File: config.mk
export PLATFORM = sky130hd
export DESIGN_NAME = obd_response_value_parser_top_flat
export DESIGN_NICKNAME = d
export VERILOG_FILES = /design/src/hw/rtl/obd_pkg.sv /design/src/hw/rtl/obd_char_if.sv /design/src/hw/rtl/obd_result_if.sv /design/src/hw/rtl/obd_front.sv /design/src/hw/rtl/obd_queue.sv /design/src/hw/rtl/obd_back.sv /design/src/hw/rtl/obd_response_value_parser_top.sv /design/src/flat_wrapper.sv
export SDC_FILE = /design/constraint.sdc
export NUM_CORES = 1
export LEC_CHECK = 0
export BUFFER_PORTS_ARGS = -buffer_cell sky130_fd_sc_hd__buf_2
export CAP_MARGIN = 10
export CORE_MARGIN = 2
export CORE_UTILIZATION = 45
export DETAILED_ROUTE_END_ITERATION = 16
export PLACE_DENSITY = 0.67
export SYNTH_ARGS = -nofsm -noshare
export SYNTH_HDL_FRONTEND = slang
export SYNTH_SLANG_ARGS = --single-unit
File: constraint.sdc
create_clock -name clk_i -period 8.05 [get_ports clk_i]
set_input_delay 1.61 -clock clk_i [delete_from_list [all_inputs] [get_ports clk_i]]
set_output_delay 1.61 -clock clk_i [all_outputs]
set_load 0.005 [all_outputs]
File: src/hw/rtl/obd_pkg.sv
// ----------------------------------------------------------------------------
// OBD reply parser package
// Shared types and constants for the reply value parser.
// ----------------------------------------------------------------------------
package obd_pkg;

  localparam int unsigned MaxReplyLen = 256;
  localparam int unsigned QueueDepth  = 2;

  localparam logic [7:0] CharTerm  = 8'd62;  // '>'
  localparam logic [7:0] CharFour  = 8'd52;  // '4'
  localparam logic [7:0] CharOne   = 8'd49;  // '1'
  localparam logic [7:0] CharRpm   = 8'd67;  // 'C'
  localparam logic [7:0] CharSpeed = 8'd68;  // 'D'

  localparam int unsigned KindPos = 3;

  // mph = floor(kmh * 62137 / 100000) via reciprocal, exact for 8-bit input
  localparam int unsigned SpeedNum   = 62137;
  localparam int unsigned SpeedDen   = 100000;
  localparam int unsigned SpeedShift = 26;
  localparam int unsigned RecipW     = 26;
  localparam longint unsigned SpeedRecip =
      ((longint'(SpeedNum) << SpeedShift) + longint'(SpeedDen) - 1) / longint'(SpeedDen);

  localparam int unsigned ValueW = 14;
  localparam int unsigned BcdW   = 16;
  localparam int unsigned DabW   = ValueW + BcdW;

  typedef enum logic [1:0] {
    KindNone  = 2'd0,
    KindRpm   = 2'd1,
    KindSpeed = 2'd2
  } kind_e;

  typedef struct packed {
    kind_e       kind;
    logic [15:0] hex_val;
    logic        found;
  } item_t;

endpackage

File: src/hw/rtl/obd_char_if.sv
// ----------------------------------------------------------------------------
// Character channel
// Valid/ready channel that moves one reply character per word.
// ----------------------------------------------------------------------------
interface obd_char_if;
  logic       valid;
  logic       ready;
  logic [7:0] rx_char;

  modport source (output valid, output rx_char, input ready);
  modport sink   (input valid, input rx_char, output ready);
endinterface

File: src/hw/rtl/obd_result_if.sv
// ----------------------------------------------------------------------------
// Result channel
// Valid/ready channel that moves one parsed reading per word.
// ----------------------------------------------------------------------------
interface obd_result_if;
  logic        valid;
  logic        ready;
  logic [1:0]  reading_kind;
  logic [13:0] reading_value;
  logic [15:0] decimal_digits;
  logic [2:0]  digit_count;
  logic        pair_found;

  modport source (output valid, output reading_kind, output reading_value,
                  output decimal_digits, output digit_count, output pair_found,
                  input ready);
  modport sink   (input valid, input reading_kind, input reading_value,
                  input decimal_digits, input digit_count, input pair_found,
                  output ready);
endinterface

File: src/hw/rtl/obd_front.sv
// ----------------------------------------------------------------------------
// OBD front end
// Tracks character positions, finds the marker, captures the hex characters
// and emits a parsed item on the terminator.
// ----------------------------------------------------------------------------
module obd_front #(
  parameter int unsigned MAX_REPLY_LEN = obd_pkg::MaxReplyLen
) (
  input  logic           clk_i,
  input  logic           rst_ni,
  obd_char_if.sink       char_i,
  output logic           push_valid_o,
  output obd_pkg::item_t push_item_o,
  input  logic           push_ready_i
);
  import obd_pkg::*;

  localparam int unsigned PosW = $clog2(MAX_REPLY_LEN + 1);

  logic [PosW-1:0] pos_q, pos_d;
  logic [PosW-1:0] mpos_q, mpos_d;
  logic [PosW-1:0] off;
  logic [7:0]      kind_char_q, kind_char_d;
  logic            last_four_q, last_four_d;
  logic            marker_q, marker_d;
  logic [7:0]      hex_q [4];
  logic [7:0]      hex_d [4];
  logic            accept;

  function automatic logic [4:0] hex_digit(input logic [7:0] c);
    logic [4:0] r;
    r = '0;
    if (c inside {[8'd48:8'd57]}) begin
      r = {1'b1, 4'(c - 8'd48)};
    end else if (c inside {[8'd65:8'd70]}) begin
      r = {1'b1, 4'(c - 8'd55)};
    end else if (c inside {[8'd97:8'd102]}) begin
      r = {1'b1, 4'(c - 8'd87)};
    end
    return r;
  endfunction

  function automatic logic [15:0] parse_hex(input logic [7:0] ch [4],
                                            input logic four_digits);
    logic [15:0] acc;
    logic        stop;
    logic [4:0]  d;
    acc  = '0;
    stop = 1'b0;
    for (int k = 0; k < 4; k++) begin
      d = hex_digit(ch[k]);
      if (!stop && d[4] && (k < 2 || four_digits)) begin
        acc = {acc[11:0], d[3:0]};
      end else begin
        stop = 1'b1;
      end
    end
    return acc;
  endfunction

  assign char_i.ready = push_ready_i;
  assign accept       = char_i.valid && push_ready_i;
  assign off          = pos_q - mpos_q;

  always_comb begin
    push_item_o.found = marker_q;
    if (kind_char_q == CharRpm) begin
      push_item_o.kind    = KindRpm;
      push_item_o.hex_val = parse_hex(hex_q, 1'b1);
    end else if (kind_char_q == CharSpeed) begin
      push_item_o.kind    = KindSpeed;
      push_item_o.hex_val = parse_hex(hex_q, 1'b0);
    end else begin
      push_item_o.kind    = KindNone;
      push_item_o.hex_val = '0;
    end
  end

  always_comb begin
    pos_d        = pos_q;
    mpos_d       = mpos_q;
    kind_char_d  = kind_char_q;
    last_four_d  = last_four_q;
    marker_d     = marker_q;
    hex_d        = hex_q;
    push_valid_o = 1'b0;
    if (accept) begin
      if (char_i.rx_char == CharTerm) begin
        push_valid_o = 1'b1;
        pos_d        = '0;
        mpos_d       = '0;
        kind_char_d  = '0;
        last_four_d  = 1'b0;
        marker_d     = 1'b0;
        for (int i = 0; i < 4; i++) hex_d[i] = '0;
      end else if (pos_q < PosW'(MAX_REPLY_LEN)) begin
        if (pos_q == PosW'(KindPos)) kind_char_d = char_i.rx_char;
        if (marker_q) begin
          if (off == PosW'(6))       hex_d[0] = char_i.rx_char;
          else if (off == PosW'(7))  hex_d[1] = char_i.rx_char;
          else if (off == PosW'(9))  hex_d[2] = char_i.rx_char;
          else if (off == PosW'(10)) hex_d[3] = char_i.rx_char;
        end else if (last_four_q && char_i.rx_char == CharOne) begin
          marker_d    = 1'b1;
          mpos_d      = pos_q - PosW'(1);
          last_four_d = 1'b0;
        end else begin
          last_four_d = (char_i.rx_char == CharFour);
        end
        pos_d = pos_q + PosW'(1);
      end
    end
  end

  always_ff @(posedge clk_i or negedge rst_ni) begin
    if (!rst_ni) begin
      pos_q       <= '0;
      mpos_q      <= '0;
      kind_char_q <= '0;
      last_four_q <= 1'b0;
      marker_q    <= 1'b0;
      for (int i = 0; i < 4; i++) hex_q[i] <= '0;
    end else begin
      pos_q       <= pos_d;
      mpos_q      <= mpos_d;
      kind_char_q <= kind_char_d;
      last_four_q <= last_four_d;
      marker_q    <= marker_d;
      hex_q       <= hex_d;
    end
  end

endmodule

File: src/hw/rtl/obd_queue.sv
// ----------------------------------------------------------------------------
// OBD item queue
// Short FIFO between front end and back end.
// ----------------------------------------------------------------------------
module obd_queue (
  input  logic           clk_i,
  input  logic           rst_ni,
  input  logic           push_valid_i,
  input  obd_pkg::item_t push_item_i,
  output logic           push_ready_o,
  output logic           pop_valid_o,
  output obd_pkg::item_t pop_item_o,
  input  logic           pop_ready_i
);
  import obd_pkg::*;

  localparam int unsigned PtrW = (QueueDepth > 1) ? $clog2(QueueDepth) : 1;
  localparam int unsigned CntW = $clog2(QueueDepth + 1);

  item_t           mem_q [QueueDepth];
  logic [PtrW-1:0] wr_q, rd_q;
  logic [CntW-1:0] cnt_q;
  logic            push, pop;

  assign push_ready_o = cnt_q != CntW'(QueueDepth);
  assign pop_valid_o  = cnt_q != '0;
  assign pop_item_o   = mem_q[rd_q];
  assign push         = push_valid_i && push_ready_o;
  assign pop          = pop_valid_o && pop_ready_i;

  always_ff @(posedge clk_i) begin
    if (push) mem_q[wr_q] <= push_item_i;
  end

  always_ff @(posedge clk_i or negedge rst_ni) begin
    if (!rst_ni) begin
      wr_q  <= '0;
      rd_q  <= '0;
      cnt_q <= '0;
    end else begin
      if (push) wr_q <= (wr_q == PtrW'(QueueDepth - 1)) ? '0 : wr_q + PtrW'(1);
      if (pop)  rd_q <= (rd_q == PtrW'(QueueDepth - 1)) ? '0 : rd_q + PtrW'(1);
      if (push && !pop)      cnt_q <= cnt_q + CntW'(1);
      else if (pop && !push) cnt_q <= cnt_q - CntW'(1);
    end
  end

endmodule

File: src/hw/rtl/obd_back.sv
// ----------------------------------------------------------------------------
// OBD back end
// Scales the parsed value and converts it to BCD over three stages.
// ----------------------------------------------------------------------------
module obd_back (
  input  logic           clk_i,
  input  logic           rst_ni,
  input  logic           pop_valid_i,
  input  obd_pkg::item_t pop_item_i,
  output logic           pop_ready_o,
  obd_result_if.source   result_o
);
  import obd_pkg::*;

  localparam int unsigned ProdW = 8 + RecipW;

  function automatic logic [DabW-1:0] dabble7(input logic [DabW-1:0] w);
    logic [DabW-1:0] t;
    t = w;
    for (int i = 0; i < 7; i++) begin
      for (int n = 0; n < 4; n++) begin
        if (t[ValueW + 4*n +: 4] >= 4'd5) t[ValueW + 4*n +: 4] = t[ValueW + 4*n +: 4] + 4'd3;
      end
      t = t << 1;
    end
    return t;
  endfunction

  logic              en;
  logic [ProdW-1:0]  prod;
  logic [ValueW-1:0] scaled;
  logic [ValueW-1:0] mod_val;
  logic [2:0]        count;

  // stage A: scaled value
  logic              va_q;
  kind_e             kind_a_q;
  logic              found_a_q;
  logic [ValueW-1:0] value_a_q;
  // stage B: half converted
  logic              vb_q;
  kind_e             kind_b_q;
  logic              found_b_q;
  logic [ValueW-1:0] value_b_q;
  logic [2:0]        count_b_q;
  logic [DabW-1:0]   dab_b_q;
  // output word
  logic              vo_q;
  kind_e             kind_o_q;
  logic              found_o_q;
  logic [ValueW-1:0] value_o_q;
  logic [2:0]        count_o_q;
  logic [DabW-1:0]   dab_o_q;

  assign en          = !vo_q || result_o.ready;
  assign pop_ready_o = en;

  assign prod = ProdW'(pop_item_i.hex_val[7:0]) * ProdW'(SpeedRecip);

  always_comb begin
    case (pop_item_i.kind)
      KindRpm:   scaled = ValueW'(pop_item_i.hex_val >> 2);
      KindSpeed: scaled = ValueW'(prod >> SpeedShift);
      default:   scaled = '0;
    endcase
  end

  assign mod_val = (value_a_q >= ValueW'(10000)) ? value_a_q - ValueW'(10000) : value_a_q;

  always_comb begin
    if (value_a_q >= ValueW'(1000))     count = 3'd4;
    else if (value_a_q >= ValueW'(100)) count = 3'd3;
    else if (value_a_q >= ValueW'(10))  count = 3'd2;
    else                                count = 3'd1;
  end

  always_ff @(posedge clk_i) begin
    if (en) begin
      kind_a_q  <= pop_item_i.kind;
      found_a_q <= pop_item_i.found;
      value_a_q <= scaled;
      kind_b_q  <= kind_a_q;
      found_b_q <= found_a_q;
      value_b_q <= value_a_q;
      count_b_q <= count;
      dab_b_q   <= dabble7({BcdW'(0), mod_val});
      kind_o_q  <= kind_b_q;
      found_o_q <= found_b_q;
      value_o_q <= value_b_q;
      count_o_q <= count_b_q;
      dab_o_q   <= dabble7(dab_b_q);
    end
  end

  always_ff @(posedge clk_i or negedge rst_ni) begin
    if (!rst_ni) begin
      va_q <= 1'b0;
      vb_q <= 1'b0;
      vo_q <= 1'b0;
    end else if (en) begin
      va_q <= pop_valid_i;
      vb_q <= va_q;
      vo_q <= vb_q;
    end
  end

  assign result_o.valid          = vo_q;
  assign result_o.reading_kind   = kind_o_q;
  assign result_o.reading_value  = value_o_q;
  assign result_o.decimal_digits = dab_o_q[DabW-1:ValueW];
  assign result_o.digit_count    = count_o_q;
  assign result_o.pair_found     = found_o_q;

endmodule

File: src/hw/rtl/obd_response_value_parser_top.sv
// ----------------------------------------------------------------------------
// OBD reply value parser, top level
// Parses adapter reply characters into a scaled reading with BCD digits.
//
//   channel   dir  word
//   char_i    in   one reply character, '>' ends the reply
//   result_o  out  kind, value, BCD digits, digit count, marker flag
//
// One character accepted per cycle; ready drops only when the item queue
// is full. After its '>' is accepted, a result passes through the queue,
// then scale, first conversion half and second half into the output
// register. A stalled output holds the back end; the queue lets the front
// keep taking characters meanwhile. Reset clears all parse state.
// ----------------------------------------------------------------------------
module obd_response_value_parser_top #(
  parameter int unsigned MAX_REPLY_LEN = obd_pkg::MaxReplyLen
) (
  input  logic         clk_i,
  input  logic         rst_ni,
  obd_char_if.sink     char_i,
  obd_result_if.source result_o
);
  import obd_pkg::*;

  logic  push_valid, push_ready;
  item_t push_item;
  logic  pop_valid, pop_ready;
  item_t pop_item;

  obd_front #(
    .MAX_REPLY_LEN(MAX_REPLY_LEN)
  ) u_front (
    .clk_i,
    .rst_ni,
    .char_i,
    .push_valid_o(push_valid),
    .push_item_o (push_item),
    .push_ready_i(push_ready)
  );

  obd_queue u_queue (
    .clk_i,
    .rst_ni,
    .push_valid_i(push_valid),
    .push_item_i (push_item),
    .push_ready_o(push_ready),
    .pop_valid_o (pop_valid),
    .pop_item_o  (pop_item),
    .pop_ready_i (pop_ready)
  );

  obd_back u_back (
    .clk_i,
    .rst_ni,
    .pop_valid_i(pop_valid),
    .pop_item_i (pop_item),
    .pop_ready_o(pop_ready),
    .result_o
  );

  a_push_fits: assert property (@(posedge clk_i) disable iff (!rst_ni)
    push_valid |-> push_ready)
    else $error("item pushed into full queue");

  a_none_zero: assert property (@(posedge clk_i) disable iff (!rst_ni)
    (result_o.valid && result_o.reading_kind == KindNone) |->
    (result_o.reading_value == '0 && result_o.decimal_digits == '0 &&
     result_o.digit_count == 3'd1))
    else $error("no-value result carries data");

  a_count_wide: assert property (@(posedge clk_i) disable iff (!rst_ni)
    (result_o.valid && result_o.reading_value >= 14'd1000) |->
    result_o.digit_count == 3'd4)
    else $error("digit count mismatch");

endmodule

File: src/flat_wrapper.sv
// flat-port wrapper written by rule: the top's interface ports become plain ports
module obd_response_value_parser_top_flat import obd_pkg::*;
#(
  parameter int unsigned MAX_REPLY_LEN = obd_pkg::MaxReplyLen
)
  (clk_i, rst_ni, char_i_valid, char_i_rx_char, char_i_ready, result_o_valid, result_o_reading_kind, result_o_reading_value, result_o_decimal_digits, result_o_digit_count, result_o_pair_found, result_o_ready);
  obd_char_if char_i_i ();
  obd_result_if result_o_i ();
  input  logic clk_i;
  input  logic rst_ni;
  input wire logic [$bits(char_i_i.valid)-1:0] char_i_valid;
  input wire logic [$bits(char_i_i.rx_char)-1:0] char_i_rx_char;
  output wire logic [$bits(char_i_i.ready)-1:0] char_i_ready;
  output wire logic [$bits(result_o_i.valid)-1:0] result_o_valid;
  output wire logic [$bits(result_o_i.reading_kind)-1:0] result_o_reading_kind;
  output wire logic [$bits(result_o_i.reading_value)-1:0] result_o_reading_value;
  output wire logic [$bits(result_o_i.decimal_digits)-1:0] result_o_decimal_digits;
  output wire logic [$bits(result_o_i.digit_count)-1:0] result_o_digit_count;
  output wire logic [$bits(result_o_i.pair_found)-1:0] result_o_pair_found;
  input wire logic [$bits(result_o_i.ready)-1:0] result_o_ready;
  assign char_i_i.valid = char_i_valid;
  assign char_i_i.rx_char = char_i_rx_char;
  assign char_i_ready = char_i_i.ready;
  assign result_o_valid = result_o_i.valid;
  assign result_o_reading_kind = result_o_i.reading_kind;
  assign result_o_reading_value = result_o_i.reading_value;
  assign result_o_decimal_digits = result_o_i.decimal_digits;
  assign result_o_digit_count = result_o_i.digit_count;
  assign result_o_pair_found = result_o_i.pair_found;
  assign result_o_i.ready = result_o_ready;
  obd_response_value_parser_top #(.MAX_REPLY_LEN(MAX_REPLY_LEN)) u_core (.clk_i(clk_i), .rst_ni(rst_ni), .char_i(char_i_i), .result_o(result_o_i));
endmodule
==> results.tsv <==
stage	metric	value	unit
worst_setup_path	worst_setup_path_end_kind	register	
routing	wl_per_cell	14.97	um
die	fp.dieW	182.9	um
clock_network	path_clk_slew	0.07	ns
synthesis	synth_flop_cell	edfxtp_1	
synthesis	synth_cell_types	96	
routing	drt_iter0_drc	639	
timing	tightestPinTransition	1.075	ns
synthesis	yosysTopAreaCell	edfxtp_1	
timing	period_needed	6.763	ns
clock_network	cts_resized	0	
synthesis	ys_warn_count	0	
synthesis	synth_seq_area_share	0.3706	
synthesis	synthCells	1443	
timing	timing.final.crit_share	0.8401	
place	globalplace.congestion	0.8243	
outcome	status	complete, no violations	
place	place_area	15070	um^2
place	dp.cells	1864	
timing	tns	0	ns
die	initial_core_util	0.4566	
clock_network	cts_tree	built	
clock_network	htreeDepth	4	
clock_network	cts.sinks	189	
worst_setup_path	worst_setup_path_start_kind	register	
routing	drtAntennaViolNets	0	
place	dpl.hpwl	20.96	mm
global_route	grt_pass1_wl	48.50	mm
routing	via_count	10530	
timing	relSlewSlack	0.2804	
die	die_area	33470	um^2
routing	vias_per_cell	5.555	
die	die_h	182.9	um
die	coreArea	31560	um^2
cells_and_area	final_common_cell	inv_1	
die	ios	50	
clock_network	clockBufferDepth	2	
clock_network	worstSkewPairLatency	0.44	ns
run	maxCapViolCount	0	
global_route	grt-ovfl-total	0	
global_route	antenna_found_initial	0	
cells_and_area	drive_gt1_frac	0.1191	
die	rows	65	
worst_setup_path	path_class	register to register	
cells_and_area	nFillCells	2840	
clock_network	hold_buffers	0	
timing	rsz0062_at_grt	false	
worst_setup_path	crit_arrival	6.94	ns
synthesis	ys_ff_latch	189	
synthesis	synth_edf_count	122	
routing	drc_errors	0	
global_route	grt_max_degree	68	
clock_network	cts-root-buf	clkbuf_16	
synthesis	netlist_area	14410	um^2
timing	slew_violations	0	
global_route	grt_pass1_vias	10140	
cells_and_area	post-route-cell-area	15620	um^2
worst_setup_path	slowest_delay	0.51	ns
routing	drtPass1Iterations	5	
clock_network	cts_made_buffers	17	
cells_and_area	nNetsFinal	1675	
timing	setup-violations-final	0	
worst_setup_path	cp_data_required_time	8.23	ns
synthesis	synthTopCellsByArea	edfxtp_1, ha_1, dfrtp_1	
timing	clock-skew-final	0.007523	ns
cells_and_area	syn_to_final_growth	8.388	%
cells_and_area	stdcell_count	1896	
timing	final-hold-violation-count	0	
synthesis	syn_avg_cell_area	9.985	um^2
cells_and_area	mostFrequentLayoutCells	inv_1, ha_1, edfxtp_1	
synthesis	synth_nets	1637	
worst_hold_path	hp-class	register to register	
worst_setup_path	crit_slowest_cell	edfxtp_1	
timing	fmax	147.9	MHz
worst_setup_path	critPathMaxFanout	11	
global_route	track_usage	0.1753	
worst_setup_path	cp_common_cell	ha_1	
routing	totalWireLength	28.39	mm
synthesis	async_reset_ff_frac	0.3545	
cells_and_area	diodes	0	
synthesis	synth_top_area_share	0.2543	
place	io_buffers	49	
clock_network	postCtsSetupRepairBufs	0	
[cell usage after synthesis, types with 29 or more instances]
cell,count
dfrtp_1,67
mux2i_1,30
mux2_2,51
fa_1,37
inv_1,151
ha_1,145
a21oi_1,66
o21ai_0,81
xnor2_1,29
nand2_1,94
edfxtp_1,122
nor2_1,103
nand3_1,34
[worst paths after layout]
| kind | cells after the start | from | slack, ns | end |
|---|---|---|---|---|
| max in group asynchronous | 2 | rst_ni | 6.14 | u_core.u_queue.rd_q |
| worst min-delay path | 0 | u_core.u_back.count_b_q[1] | 0.42 | u_core.u_back.result_o.digit_count[1] |
| min in group asynchronous | 2 | rst_ni | 1.34 | u_core.u_front.hex_q[0] |
| worst max-delay path | 30 | u_core.u_back.dab_b_q[14] | 1.29 | u_core.u_back.dab_o_q[28] |
| worst min register to register | 0 | u_core.u_back.count_b_q[1] | 0.42 | u_core.u_back.result_o.digit_count[1] |
| worst max register to register | 30 | u_core.u_back.dab_b_q[14] | 1.29 | u_core.u_back.dab_o_q[28] |
[critical path: cells and delay by family (launching register included)]
family,cells,cell delay [ns]
adders and majority gates,5,1.29
and+or+nand+nor,9,1.54
muxes,2,0.46
xor gates and xnor gates,3,0.86
DFF,1,0.51
buffers and inverters,4,0.41
AOI/OAI and AO/OA,7,1.42
[cell families after synthesis]
kind of cell / Yosys count / synth area share
buffers and inverters: 196 / 0.05288
xor gates and xnor gates: 57 / 0.03656
and+or+nand+nor: 390 / 0.1345
AOI/OAI and AO/OA: 341 / 0.1605
adders and majority gates: 184 / 0.1787
DFF: 189 / 0.3706
muxes: 86 / 0.06626
[stage by stage]
stage / utilization / setup slack (ns) / hold slack (ns)
floorplan: - / 2.208 / 0.4003
global placement: 0.4776 / 1.647 / 0.4019
detailed placement: 0.4776 / 1.352 / 0.4045
CTS: 0.4949 / 1.311 / 0.4186
global route: 0.4949 / 0.6437 / 0.4318
finish: 0.4949 / 1.287 / 0.4199
[area by class of cell]
type | instances | area, um^2 | share of cell area
multi-input combinational | 1058 | 8320 | 0.5328
sequential | 189 | 5340 | 0.3419
timing repair buffer | 59 | 320.3 | 0.02051
tap | 402 | 503.0 | 0.03221
clock buffer | 20 | 461.7 | 0.02956
inverter | 156 | 585.6 | 0.03749
clock inverter | 12 | 86.33 | 0.005528
[state kept, by name, indices dropped and copies added (netlist names), 12 cells and up]
register,flops
u_core.u_back.value_b_q,14
u_core.u_back.value_a_q,14
u_core.u_back.dab_b_q,12
u_core.u_queue.mem_q,38
u_core.u_front.hex_q,32
u_core.u_back.dab_o_q,15
u_core.u_back.result_o.reading_value,14
[routing by layer]
layer  share of wire  GRT usage
met1            0.48     0.2316
met2            0.48     0.3030
met3           0.027    0.02383
met4           0.015    0.04672
met5               0          0
Power is not shown: default switching activity piles up to over one toggle a cycle in this logic, so the estimate is an artifact.
